===== src/sv/nsr_pkg.sv =====
// Shared constants and types for the Newton square root core.
// No dependencies; imported by every module of the core.
`default_nettype none

package nsr_pkg;

    localparam int FRAC_BITS = 16;
    localparam int MAX_ITER  = 32;
    localparam int VALUE_W   = 32;
    localparam int ROOT_W    = 24;
    localparam int TOL_W     = 31;
    localparam int WORK_W    = VALUE_W + FRAC_BITS;
    localparam int STEP_W    = $clog2(MAX_ITER + 1);
    localparam int DCNT_W    = $clog2(WORK_W + 1);
    localparam int ADDR_W    = 3;
    localparam int APB_DW    = 32;

    localparam logic [ROOT_W-1:0] ROOT_MAX = '1;
    localparam logic [ADDR_W-1:0] ADDR_TOL = '0;
    localparam logic [TOL_W-1:0]  TOL_RST  = TOL_W'(1);

    typedef logic [WORK_W-1:0] t_work;

    typedef struct packed {
        logic  start;
        t_work dividend;
        t_work divisor;
    } t_div_req;

    typedef struct packed {
        logic  done;
        t_work quotient;
    } t_div_rsp;

endpackage

`default_nettype wire


===== src/sv/newton_square_root_core.sv =====
// Q16.16 square root by Newton iteration on a shared bit-serial divider.
// Negative, zero and one operands go straight to the done state; otherwise each Newton
// step runs the divider, then sum, difference, check and restart, for at most 32 steps.
// One item in flight at a time; the serial divider sets the rate. A result waits in the
// output register.
// Reset is synchronous, active low: clears control state, tolerance returns to 1.
`default_nettype none

module newton_square_root_core import nsr_pkg::*; (
    input  wire logic              i_clk,
    input  wire logic              i_rst_n,
    input  wire logic              s_tvalid,
    output logic                   s_tready,
    input  wire logic [31:0]       s_tdata,   // [31:0] value
    output logic                   m_tvalid,
    input  wire logic              m_tready,
    output logic [23:0]            m_tdata,   // [23:0] root
    output logic [1:0]             m_tuser,   // [0] invalid, [1] capped
    input  wire logic              psel,
    input  wire logic              penable,
    input  wire logic              pwrite,
    input  wire logic [ADDR_W-1:0] paddr,
    input  wire logic [APB_DW-1:0] pwdata,
    output logic [APB_DW-1:0]      prdata,
    output logic                   pready
);

    typedef enum logic [5:0] {
        S_IDLE  = 6'b000001,
        S_DIV   = 6'b000010,
        S_SUM   = 6'b000100,
        S_DIFF  = 6'b001000,
        S_CHECK = 6'b010000,
        S_DONE  = 6'b100000
    } t_state;

    t_state              r_state;
    logic [TOL_W-1:0]    r_tol;
    t_work               r_scaled;
    t_work               r_last;
    t_work               r_next;
    t_work               r_diff;
    logic [STEP_W-1:0]   r_steps;
    logic [ROOT_W-1:0]   r_root;
    logic                r_inv;
    logic                r_cap;
    logic                r_m_valid;
    logic [ROOT_W-1:0]   r_m_root;
    logic                r_m_inv;
    logic                r_m_cap;

    t_div_req            div_req;
    t_div_rsp            div_rsp;

    logic [VALUE_W-1:0]  in_val;
    logic                in_acc;
    logic                in_neg;
    logic                in_zero;
    logic                in_one;
    logic                in_special;
    logic                over_tol;
    logic                at_cap;
    logic                out_free;
    logic [ROOT_W-1:0]   next_sat;
    logic [WORK_W:0]     d_fwd;
    logic [WORK_W:0]     sum;
    t_work               div_src;

    assign in_val     = s_tdata[VALUE_W-1:0];
    assign s_tready   = (r_state == S_IDLE);
    assign in_acc     = s_tvalid && s_tready;
    assign in_neg     = in_val[VALUE_W-1];
    assign in_zero    = (in_val == '0);
    assign in_one     = (in_val == (VALUE_W'(1) << FRAC_BITS));
    assign in_special = in_neg || in_zero || in_one;

    assign over_tol = (r_diff > t_work'(r_tol));
    assign at_cap   = (r_steps >= STEP_W'(MAX_ITER));
    assign out_free = !r_m_valid || m_tready;
    assign next_sat = (|r_next[WORK_W-1:ROOT_W]) ? ROOT_MAX : r_next[ROOT_W-1:0];
    assign d_fwd    = {1'b0, r_last} - {1'b0, r_next};
    assign sum      = {1'b0, r_last} + {1'b0, div_rsp.quotient};

    // start a division on a regular operand, or for the next step
    always_comb begin
        div_src          = (r_state == S_IDLE) ? t_work'(in_val) : r_next;
        div_req.start    = (in_acc && !in_special) ||
                           ((r_state == S_CHECK) && over_tol && !at_cap);
        div_req.dividend = (r_state == S_IDLE) ? (t_work'(in_val) << FRAC_BITS) : r_scaled;
        div_req.divisor  = (div_src == '0) ? t_work'(1) : div_src;
    end

    nsr_div u_div (
        .i_clk   (i_clk),
        .i_rst_n (i_rst_n),
        .i_req   (div_req),
        .o_rsp   (div_rsp)
    );

    always_ff @(posedge i_clk) begin
        if (!i_rst_n) begin
            r_state   <= S_IDLE;
            r_m_valid <= 1'b0;
        end else begin
            // load a finished result, or drop the one just taken
            if ((r_state == S_DONE) && out_free) begin
                r_m_valid <= 1'b1;
            end else if (m_tready) begin
                r_m_valid <= 1'b0;
            end
            case (r_state)
                S_IDLE: begin
                    if (in_acc) begin
                        r_state <= in_special ? S_DONE : S_DIV;
                    end
                end
                S_DIV: begin
                    if (div_rsp.done) begin
                        r_state <= S_SUM;
                    end
                end
                S_SUM:   r_state <= S_DIFF;
                S_DIFF:  r_state <= S_CHECK;
                S_CHECK: r_state <= (over_tol && !at_cap) ? S_DIV : S_DONE;
                S_DONE: begin
                    if (out_free) begin
                        r_state <= S_IDLE;
                    end
                end
                default: r_state <= S_IDLE;
            endcase
        end
    end

    always_ff @(posedge i_clk) begin
        case (r_state)
            S_IDLE: begin
                if (in_acc) begin
                    r_scaled <= t_work'(in_val) << FRAC_BITS;
                    r_last   <= t_work'(in_val);
                    r_steps  <= STEP_W'(1);
                    r_inv    <= in_neg;
                    r_cap    <= 1'b0;
                    r_root   <= (in_one && !in_neg) ? (ROOT_W'(1) << FRAC_BITS) : '0;
                end
            end
            S_SUM:  r_next <= sum[WORK_W:1];
            S_DIFF: r_diff <= d_fwd[WORK_W] ? (r_next - r_last) : d_fwd[WORK_W-1:0];
            S_CHECK: begin
                if (over_tol && !at_cap) begin
                    r_last  <= r_next;
                    r_steps <= r_steps + STEP_W'(1);
                end else begin
                    r_root <= next_sat;
                    r_cap  <= over_tol;
                end
            end
            S_DONE: begin
                if (out_free) begin
                    r_m_root <= r_root;
                    r_m_inv  <= r_inv;
                    r_m_cap  <= r_cap;
                end
            end
            default: ;
        endcase
    end

    assign m_tvalid = r_m_valid;
    assign m_tdata  = r_m_root;
    assign m_tuser  = {r_m_cap, r_m_inv};

    // configuration port
    always_ff @(posedge i_clk) begin
        if (!i_rst_n) begin
            r_tol <= TOL_RST;
        end else if (psel && penable && pwrite && (paddr == ADDR_TOL)) begin
            r_tol <= pwdata[TOL_W-1:0];
        end
    end

    assign prdata = (paddr == ADDR_TOL) ? APB_DW'(r_tol) : '0;
    assign pready = 1'b1;

endmodule

`default_nettype wire


===== src/sv/nsr_div.sv =====
// Radix-2 restoring divider, one quotient bit per cycle.
// Depends on nsr_pkg for widths and the request/response structs.
`default_nettype none

module nsr_div import nsr_pkg::*; (
    input  wire logic     i_clk,
    input  wire logic     i_rst_n,
    input  wire t_div_req i_req,
    output t_div_rsp      o_rsp
);

    logic              r_busy;
    logic              r_done;
    logic [DCNT_W-1:0] r_cnt;
    logic [WORK_W:0]   r_rem;
    t_work             r_quo;
    t_work             r_div;

    logic [WORK_W:0]   rem_sh;
    logic [WORK_W:0]   rem_sub;
    logic              ge;
    logic [WORK_W:0]   n_rem;
    t_work             n_quo;

    always_comb begin
        rem_sh  = {r_rem[WORK_W-1:0], r_quo[WORK_W-1]};
        rem_sub = rem_sh - {1'b0, r_div};
        ge      = (rem_sh >= {1'b0, r_div});
        n_rem   = ge ? rem_sub : rem_sh;
        n_quo   = {r_quo[WORK_W-2:0], ge};
    end

    always_ff @(posedge i_clk) begin
        if (!i_rst_n) begin
            r_busy <= 1'b0;
            r_done <= 1'b0;
            r_cnt  <= '0;
        end else begin
            r_done <= 1'b0;
            if (i_req.start) begin
                r_busy <= 1'b1;
                r_cnt  <= DCNT_W'(WORK_W);
            end else if (r_busy) begin
                r_cnt <= r_cnt - DCNT_W'(1);
                if (r_cnt == DCNT_W'(1)) begin
                    r_busy <= 1'b0;
                    r_done <= 1'b1;
                end
            end
        end
    end

    // shift dividend bits out at the top, quotient bits in at the bottom
    always_ff @(posedge i_clk) begin
        if (i_req.start) begin
            r_rem <= '0;
            r_quo <= i_req.dividend;
            r_div <= i_req.divisor;
        end else if (r_busy) begin
            r_rem <= n_rem;
            r_quo <= n_quo;
        end
    end

    assign o_rsp.done     = r_done;
    assign o_rsp.quotient = r_quo;

endmodule

`default_nettype wire


===== config.mk =====
export PLATFORM = sky130hd
export DESIGN_NAME = newton_square_root_core
export DESIGN_NICKNAME = d
export VERILOG_FILES = /design/src/sv/nsr_pkg.sv /design/src/sv/newton_square_root_core.sv /design/src/sv/nsr_div.sv
export SDC_FILE = /design/constraint.sdc
export NUM_CORES = 1
export LEC_CHECK = 0
export BUFFER_PORTS_ARGS = -buffer_cell sky130_fd_sc_hd__buf_4
export CORE_MARGIN = 2
export CORE_UTILIZATION = 24
export CTS_CLUSTER_DIAMETER = 100
export DETAILED_ROUTE_END_ITERATION = 8
export SLEW_MARGIN = 20
export SYNTH_ARGS = -nofsm -noshare
export SYNTH_HDL_FRONTEND = slang
export SYNTH_HIERARCHICAL = 1
export SYNTH_SLANG_ARGS = --single-unit

===== constraint.sdc =====
create_clock -name i_clk -period 11.74 [get_ports i_clk]
set_clock_uncertainty 0.15 [all_clocks]
set_input_delay 0.587 -clock i_clk [delete_from_list [all_inputs] [get_ports i_clk]]
set_output_delay 0.587 -clock i_clk [all_outputs]
set_load 0.1 [all_outputs]

==> out/metrics.csv, run 1 <==
metric,value,unit
critPathCaptureType,flip-flop,
dpl_worst_slack,5.99,ns
grt-ovfl-total,0,
yosysTopAreaCellShare,35.1,%
setup_ws,6.04,ns
slew_headroom,20.6,%
arrival,5.91,ns
setup_violations,0,
period_share,48.6,%
fillers,12400,
die_h,346,um
finalNonFillerCells,4632,
cp-start-kind,flip-flop,
vias,22700,
core-area,0.116,sq mm
std_cell_rows,125,
yosys-top-cells-count,"nand2_1, edfxtp_1, a21oi_1",
root_buffer,clkbuf_16,
insertion_delay,0.62,ns
yosysWarnings,6,
drive_gt1_share,10.1,%
syn_to_final_growth,14.9,%
cts_buffer_depth,3,
grt_pass1_vias,21800,
crit_fanout,60,
rsz0062_at_grt,false,
critPathKind,flip-flop to flip-flop,
ant_nets,0,
synth_top_area_cell,edfxtp_1,
hold_depth,1,
period_needed,5.70,ns
synthTopCellsByArea,"edfxtp_1, ha_1, dfxtp_1",
die-area,0.120,sq mm
clk_pin_slew,0.06,ns
synth_ff_type,edfxtp_1,
antenna_found_initial,1,
switching_share,37.9,%
initialDrtViolationCount,2035,
internal_power,3.83,mW
drt-total-wl,84200,um
drt-wirelength-per-cell,18.2,um
maxCapViolations,0,
cp.required,11.95,ns
fin_tns_setup,0,ns
hold_path.class,primary input to flip-flop,
p_comb_share,40.7,%
r2r_slack,6.04,ns
die_w,346,um
slew_viol_final,0,
synth_seq_cells,423,
ios,135,
outcome,completed,
clockPowerShare,25.8,%
synthesis.area,0.0281,sq mm
place.port_buffers,131,
gp_congestion,0.941,
yosysSeqAreaShare,41.8,%
fin_nets,3368,
p_leak,13.2,nW
cts.sinks,423,
htree_levels,2,
seqPwrFrac,33.5,%
dp_hpwl,65300,um
vias_per_cell,4.89,
synth_edf_count,329,
ir_drop,0.121,mV
drc,0,
grt_pass1_wl,128000,um
synth.most_common_cell,nand2_1,
post-cts-setup-buffers,0,
cts_tree,done,
synth_async_sr_flop_share,0,%
grt_max_degree,96,
synth_cell_types,97,
dpl.cell_count,4539,
post_cts_resized,0,
cts_hold_buffers,0,
drt_pass1_iterations,8,
final_area,0.0323,sq mm
postSynthCellCount,2983,
hold_viol_final,0,
power_density,191,mW/mm^2
grtUsageTotal,13.5,%
placed_area,0.0307,sq mm
numCtsBuffers,48,
fmaxAchievable,0.175,GHz
netSwitchingPower,2.33,mW
worstMarginPinSlew,1.18,ns
syn-mean-instance-area,9.43,sq um
start_util,24.2,%
reg2reg_depth,15,
routing by layer:
| layer | track usage (%) | vias to the layer above | wire, um |
|---|---|---|---|
| met3 | 1.29 | 133 | 4420 |
| met4 | 4.43 | 0 | 2740 |
| met5 | 0 | - | 0 |
| met2 | 22.4 | 638 | 39000 |
| li1 | - | 10900 | - |
| met1 | 18.4 | 10900 | 38000 |
path summary, 6_finish.rpt:
check,from,end
max,r_tol[29]$_SDFFE_PN0P_,u_div/r_quo[41]$_DFFE_PP_
min,s_tdata[12],r_scaled[28]$_DFFE_PP_
max reg2reg,r_tol[29]$_SDFFE_PN0P_,u_div/r_quo[41]$_DFFE_PP_
min reg2reg,r_root[9]$_SDFFCE_PN0P_,m_tdata[9]$_DFFE_PP_
flip-flops by register name, summed over array words and instances, names as in the netlist:
signal / flops
r_last: 48
u_div/r_done: 1
r_steps: 6
r_root: 24
u_div/r_cnt: 6
m_tdata: 24
u_div/r_rem: 48
r_m_cap: 1
r_m_inv: 1
u_div/r_quo: 48
r_scaled: 31
r_inv: 1
r_cap: 1
r_tol: 31
r_next: 48
r_state: 6
u_div/r_div: 48
m_tvalid: 1
r_diff: 48
u_div/r_busy: 1
area by class of cell:
cell class	count	area, sq um	share of cell area, %
Multi-Input combinational cell	2211	15000	46.4
Inverter	232	871	2.69
Timing Repair Buffer	149	1120	3.46
Tap cell	1524	1910	5.90
Antenna cell	4	10.0	0.0310
Clock buffer	66	1330	4.12
Sequential cell	423	11800	36.4
Clock inverter	23	312	0.964
worst max-delay path: stages, from the launching register on:
cell and delay (ns):
dfxtp_1 0.34, inv_1 0.06, ha_1 0.29, nand4b_1 0.13
nor2_1 0.25, nand2_1 0.08, nor2_1 0.19, a211oi_1 0.11
a41o_1 0.23, a31oi_1 0.59, nand2_1 0.25, nor2_1 0.44
or2_4 0.44, buf_4 0.68, buf_4 0.74, mux2_2 0.42
cell usage in the layout, fill, tap and decap left out, drive strengths merged, types with 42 or more instances in the layout:
cell / n
nand2: 336
edfxtp: 329
a21oi: 244
inv: 238
ha: 225
nor2: 198
o21ai: 187
buf: 149
a21o: 129
xnor2: 96
dfxtp: 94
clkbuf: 66
mux2i: 56
mux2: 54
nand4: 53
a211oi: 53
a21boi: 46
and2: 45
xor2: 42
stage by stage:
step                total power [mW]  util, %  hold WS [ns]
detailed placement              4.56     26.4         0.255
global placement                4.54     26.4         0.257
global route                    6.53     27.8        0.0144
floorplan                       3.96        -         0.250
finish                          6.16     27.8        0.0422
CTS                             6.17     27.8       0.00386
power groups by stage:
stage          logic [mW]  clock network (mW)  registers (mW)
6_report             2.51                1.59            2.06
5_1_grt              2.78                1.67            2.08
4_1_cts              2.49                1.63            2.06
3_5_place_dp         2.47                   0            2.09
3_3_place_gp         2.45                   0            2.09
2_1_floorplan        1.92                   0            2.05
cell families after synthesis:
logic type / after synthesis / synth area share [%]
compound gates: 868 / 20.0
simple gates: 848 / 14.1
flops: 423 / 41.8
buf+inv: 365 / 5.30
fa+ha+maj: 229 / 10.3
xor+xnor: 138 / 4.30
mux: 110 / 4.16
other cells: 2 / 0.0267
Note: power is estimated with default switching activity, not from simulation.
==> run 2, diff against run 1 <==
--- a/config.mk
+++ b/config.mk
@@ -5,6 +5,7 @@
 export SDC_FILE = /design/constraint.sdc
 export NUM_CORES = 1
 export LEC_CHECK = 0
+export ABC_AREA = 1
 export BUFFER_PORTS_ARGS = -buffer_cell sky130_fd_sc_hd__buf_4
 export CORE_MARGIN = 2
 export CORE_UTILIZATION = 24
==> constraint.sdc (replaced) <==
create_clock -name i_clk -period 4.8 [get_ports i_clk]
set_clock_uncertainty 0.15 [all_clocks]
set_input_delay 0.24 -clock i_clk [delete_from_list [all_inputs] [get_ports i_clk]]
set_output_delay 0.24 -clock i_clk [all_outputs]
set_load 0.1 [all_outputs]
==> run 2 against run 1 <==
Critical path depth down 2; die area rose by 13%; power grew 95%; final area is 16% higher; flip-flop and latch count unchanged; sequential share of layout area down 5.1 points; utilization grew 0.73 points; critical endpoint is now u_div/r_quo[30]$_DFFE_PP_; highest routed layer unchanged.
==> out/metrics.csv, run 2 <==
metric,value,unit,change
outcome,completed,,
layout_commonest_cell,nand2_1,,
drt_pass1_iterations,8,,unchanged
synth_edf_count,329,,unchanged
fin_nets,5013,,+49%
insertion_delay,0.67,ns,+0.05 ns
yosysWarnings,6,,unchanged
postSynthCellCount,4512,,+51%
hold_path.class,primary input to flip-flop,,
cts_buffer_depth,3,,unchanged
cp.required,4.97,ns,-6.98 ns
die-area,0.136,sq mm,+13%
drive_gt1_share,6.99,%,-3.2 points
synthTopCellsByArea,"edfxtp_1, nand2_1, ha_1",,
vias_per_cell,4.65,,-4.8%
met2_usage,29.1,%,+6.7 points
ios,135,,unchanged
post-cts-setup-buffers,0,,unchanged
synth.most_common_cell,nand2_1,,
rsz0062_at_grt,false,,
clk_pin_slew,0.06,ns,about the same
critPathCaptureType,flip-flop,,
yosysSeqAreaShare,36.8,%,-5.0 points
antenna_found_initial,3,,+2
placed_area,0.0349,sq mm,+14%
hold_viol_final,0,,unchanged
grt_pass1_wl,178000,um,+39%
cp-start-kind,flip-flop,,
p_leak,17.2,nW,+30%
finalNonFillerCells,6505,,+40%
slew_headroom,32.5,%,+12 points
crit_fanout,48,,-20%
yosys-top-cells-count,"nand2_1, inv_1, nor2_1",,
grt.busiest_layer,met2,,
grt-ovfl-total,0,,unchanged
drt-wirelength-per-cell,18.6,um,+2.3%
synth_async_sr_flop_share,0,%,unchanged
post_cts_resized,0,,unchanged
die_w,369,um,+6.5%
drc,0,,unchanged
numCtsBuffers,50,,+4.2%
period_needed,3.67,ns,-2.03 ns
cts_hold_buffers,97,,+97
met1_usage,21.8,%,+3.4 points
fmaxAchievable,0.272,GHz,+55%
std_cell_rows,133,,+6.4%
htree_levels,2,,unchanged
grt_max_degree,86,,-10%
syn_to_final_growth,17.8,%,
synthesis.area,0.0319,sq mm,+14%
ant_nets,0,,unchanged
synth_cell_types,56,,-42%
arrival,3.85,ns,-2.06 ns
start_util,24.2,%,+0.034 points
period_share,76.6,%,+28 points
cts.sinks,423,,unchanged
dpl.cell_count,6316,,+39%
fin_total_pwr,12.0,mW,+95%
dp_hpwl,97900,um,+50%
cts_tree,done,,
final_util,28.5,%,+0.73 points
ir_drop,0.268,mV,+120%
drt-total-wl,121000,um,+44%
vias,30300,,+34%
worstMarginPinSlew,1.01,ns,-0.169 ns
syn-mean-instance-area,7.08,sq um,-25%
yosysTopAreaCellShare,30.9,%,-4.2 points
die_h,369,um,+6.5%
power_density,319,mW/mm^2,+68%
met3_usage,2.21,%,+0.92 points
slew_viol_final,0,,unchanged
grt_pass1_vias,29000,,+33%
maxCapViolations,0,,unchanged
root_buffer,clkbuf_16,,
initialDrtViolationCount,2699,,+33%
synth_ff_type,edfxtp_1,,
critPathKind,flip-flop to flip-flop,,
grtUsageTotal,17.3,%,+3.8 points
place.port_buffers,131,,unchanged
core-area,0.132,sq mm,+13%
synth_seq_cells,423,,unchanged
setup_violations,0,,unchanged
final_area,0.0376,sq mm,+16%
gp_congestion,1.01,,+7.1%
final_cell_mix,"nand2_1, inv_1, nor2_1",,
synth_top_area_cell,edfxtp_1,,
## run 2: cell types whose count changed in the layout (fill, tap and decap cells not counted), sizes merged, moves of 43 or more
cell / change
a21oi: +45
o21ai: +97
inv: +499
xnor2: -43
nor2: +229
xor2: +44
mux2i: -56
dlygate4sd3: +97
nand3: +169
mux2: -54
a21o: -117
nand2: +1065
a211oi: -49
nand4: +46
## run 2: worst paths after layout
kind / endpoint / depth (start not counted) / from / slack, ns
worst max-delay path: u_div/r_quo[30]$_DFFE_PP_ / 13 / r_tol[30]$_SDFFE_PN0P_ / 1.13
worst min-delay path: r_scaled[29]$_DFFE_PP_ / 2 / s_tdata[13] / 0.19
worst max register to register: u_div/r_quo[30]$_DFFE_PP_ / 13 / r_tol[30]$_SDFFE_PN0P_ / 1.13
worst min register to register: r_m_cap$_DFFE_PP_ / 0 / r_cap$_SDFFCE_PN0P_ / 0.23
## run 2: per-layer routing
| metal | wire [um] | part of all wire, % |
|---|---|---|
| met1 | 51500 | 43 |
| met2 | 55900 | 46 |
| met3 | 7020 | 5.8 |
| met4 | 6440 | 5.3 |
| met5 | 0 | 0 |
## run 2: cells by family (layout without fill, tap and decap cells)
kind of cell	Yosys count	after routing	synth area share, %
and+or+nand+nor	2210	2210	28.7
buffers and inverters	850	1071	10.5
AOI/OAI and AO/OA	659	659	11.1
DFF	423	423	36.8
adders and majority gates	229	229	9.06
xor gates and xnor gates	139	139	3.81
other	2	19	0.0235
## run 2: final cells by class
type / count / area [sq um]
Clock inverter: 35 / 467
Fill cell: 14300 / 94200
Antenna cell: 1 / 2.50
Clock buffer: 56 / 1320
Multi-Input combinational cell: 3255 / 17000
Tap cell: 1755 / 2200
Timing Repair Buffer: 249 / 2160
Inverter: 731 / 2750
Sequential cell: 423 / 11800
## run 2: per-stage QoR
stage / hold WS (ns) / setup slack [ns] / setup TNS [ns]
after floorplan: 0.189 / -0.234 / -12.50
after global placement: 0.253 / 1.06 / 0
after detailed placement: 0.256 / 1.06 / 0
after CTS: 0.149 / 1.05 / 0
after global routing: 0.181 / 0.803 / 0
final: 0.190 / 1.13 / 0
## run 2: power breakdown
part | total, mW | internal, mW | switching, mW
clock | 4.14 | 2.39 | 1.75
sequential | 4.55 | 4.36 | 0.188
combinational | 3.33 | 0.972 | 2.35
total | 12.0 | 7.73 | 4.29
## run 2: critical path, stage by stage, from the launching register on
cell and delay (ns):
dfxtp_1 0.31, inv_1 0.07, ha_1 0.28, inv_1 0.04, nor3_1 0.37, nand4_1 0.24
nor2_1 0.15, nand2_1 0.06, nand2_1 0.16, nand4_1 0.32, nand2_4 0.34, nor2_2 0.07
inv_2 0.37, buf_12 0.36
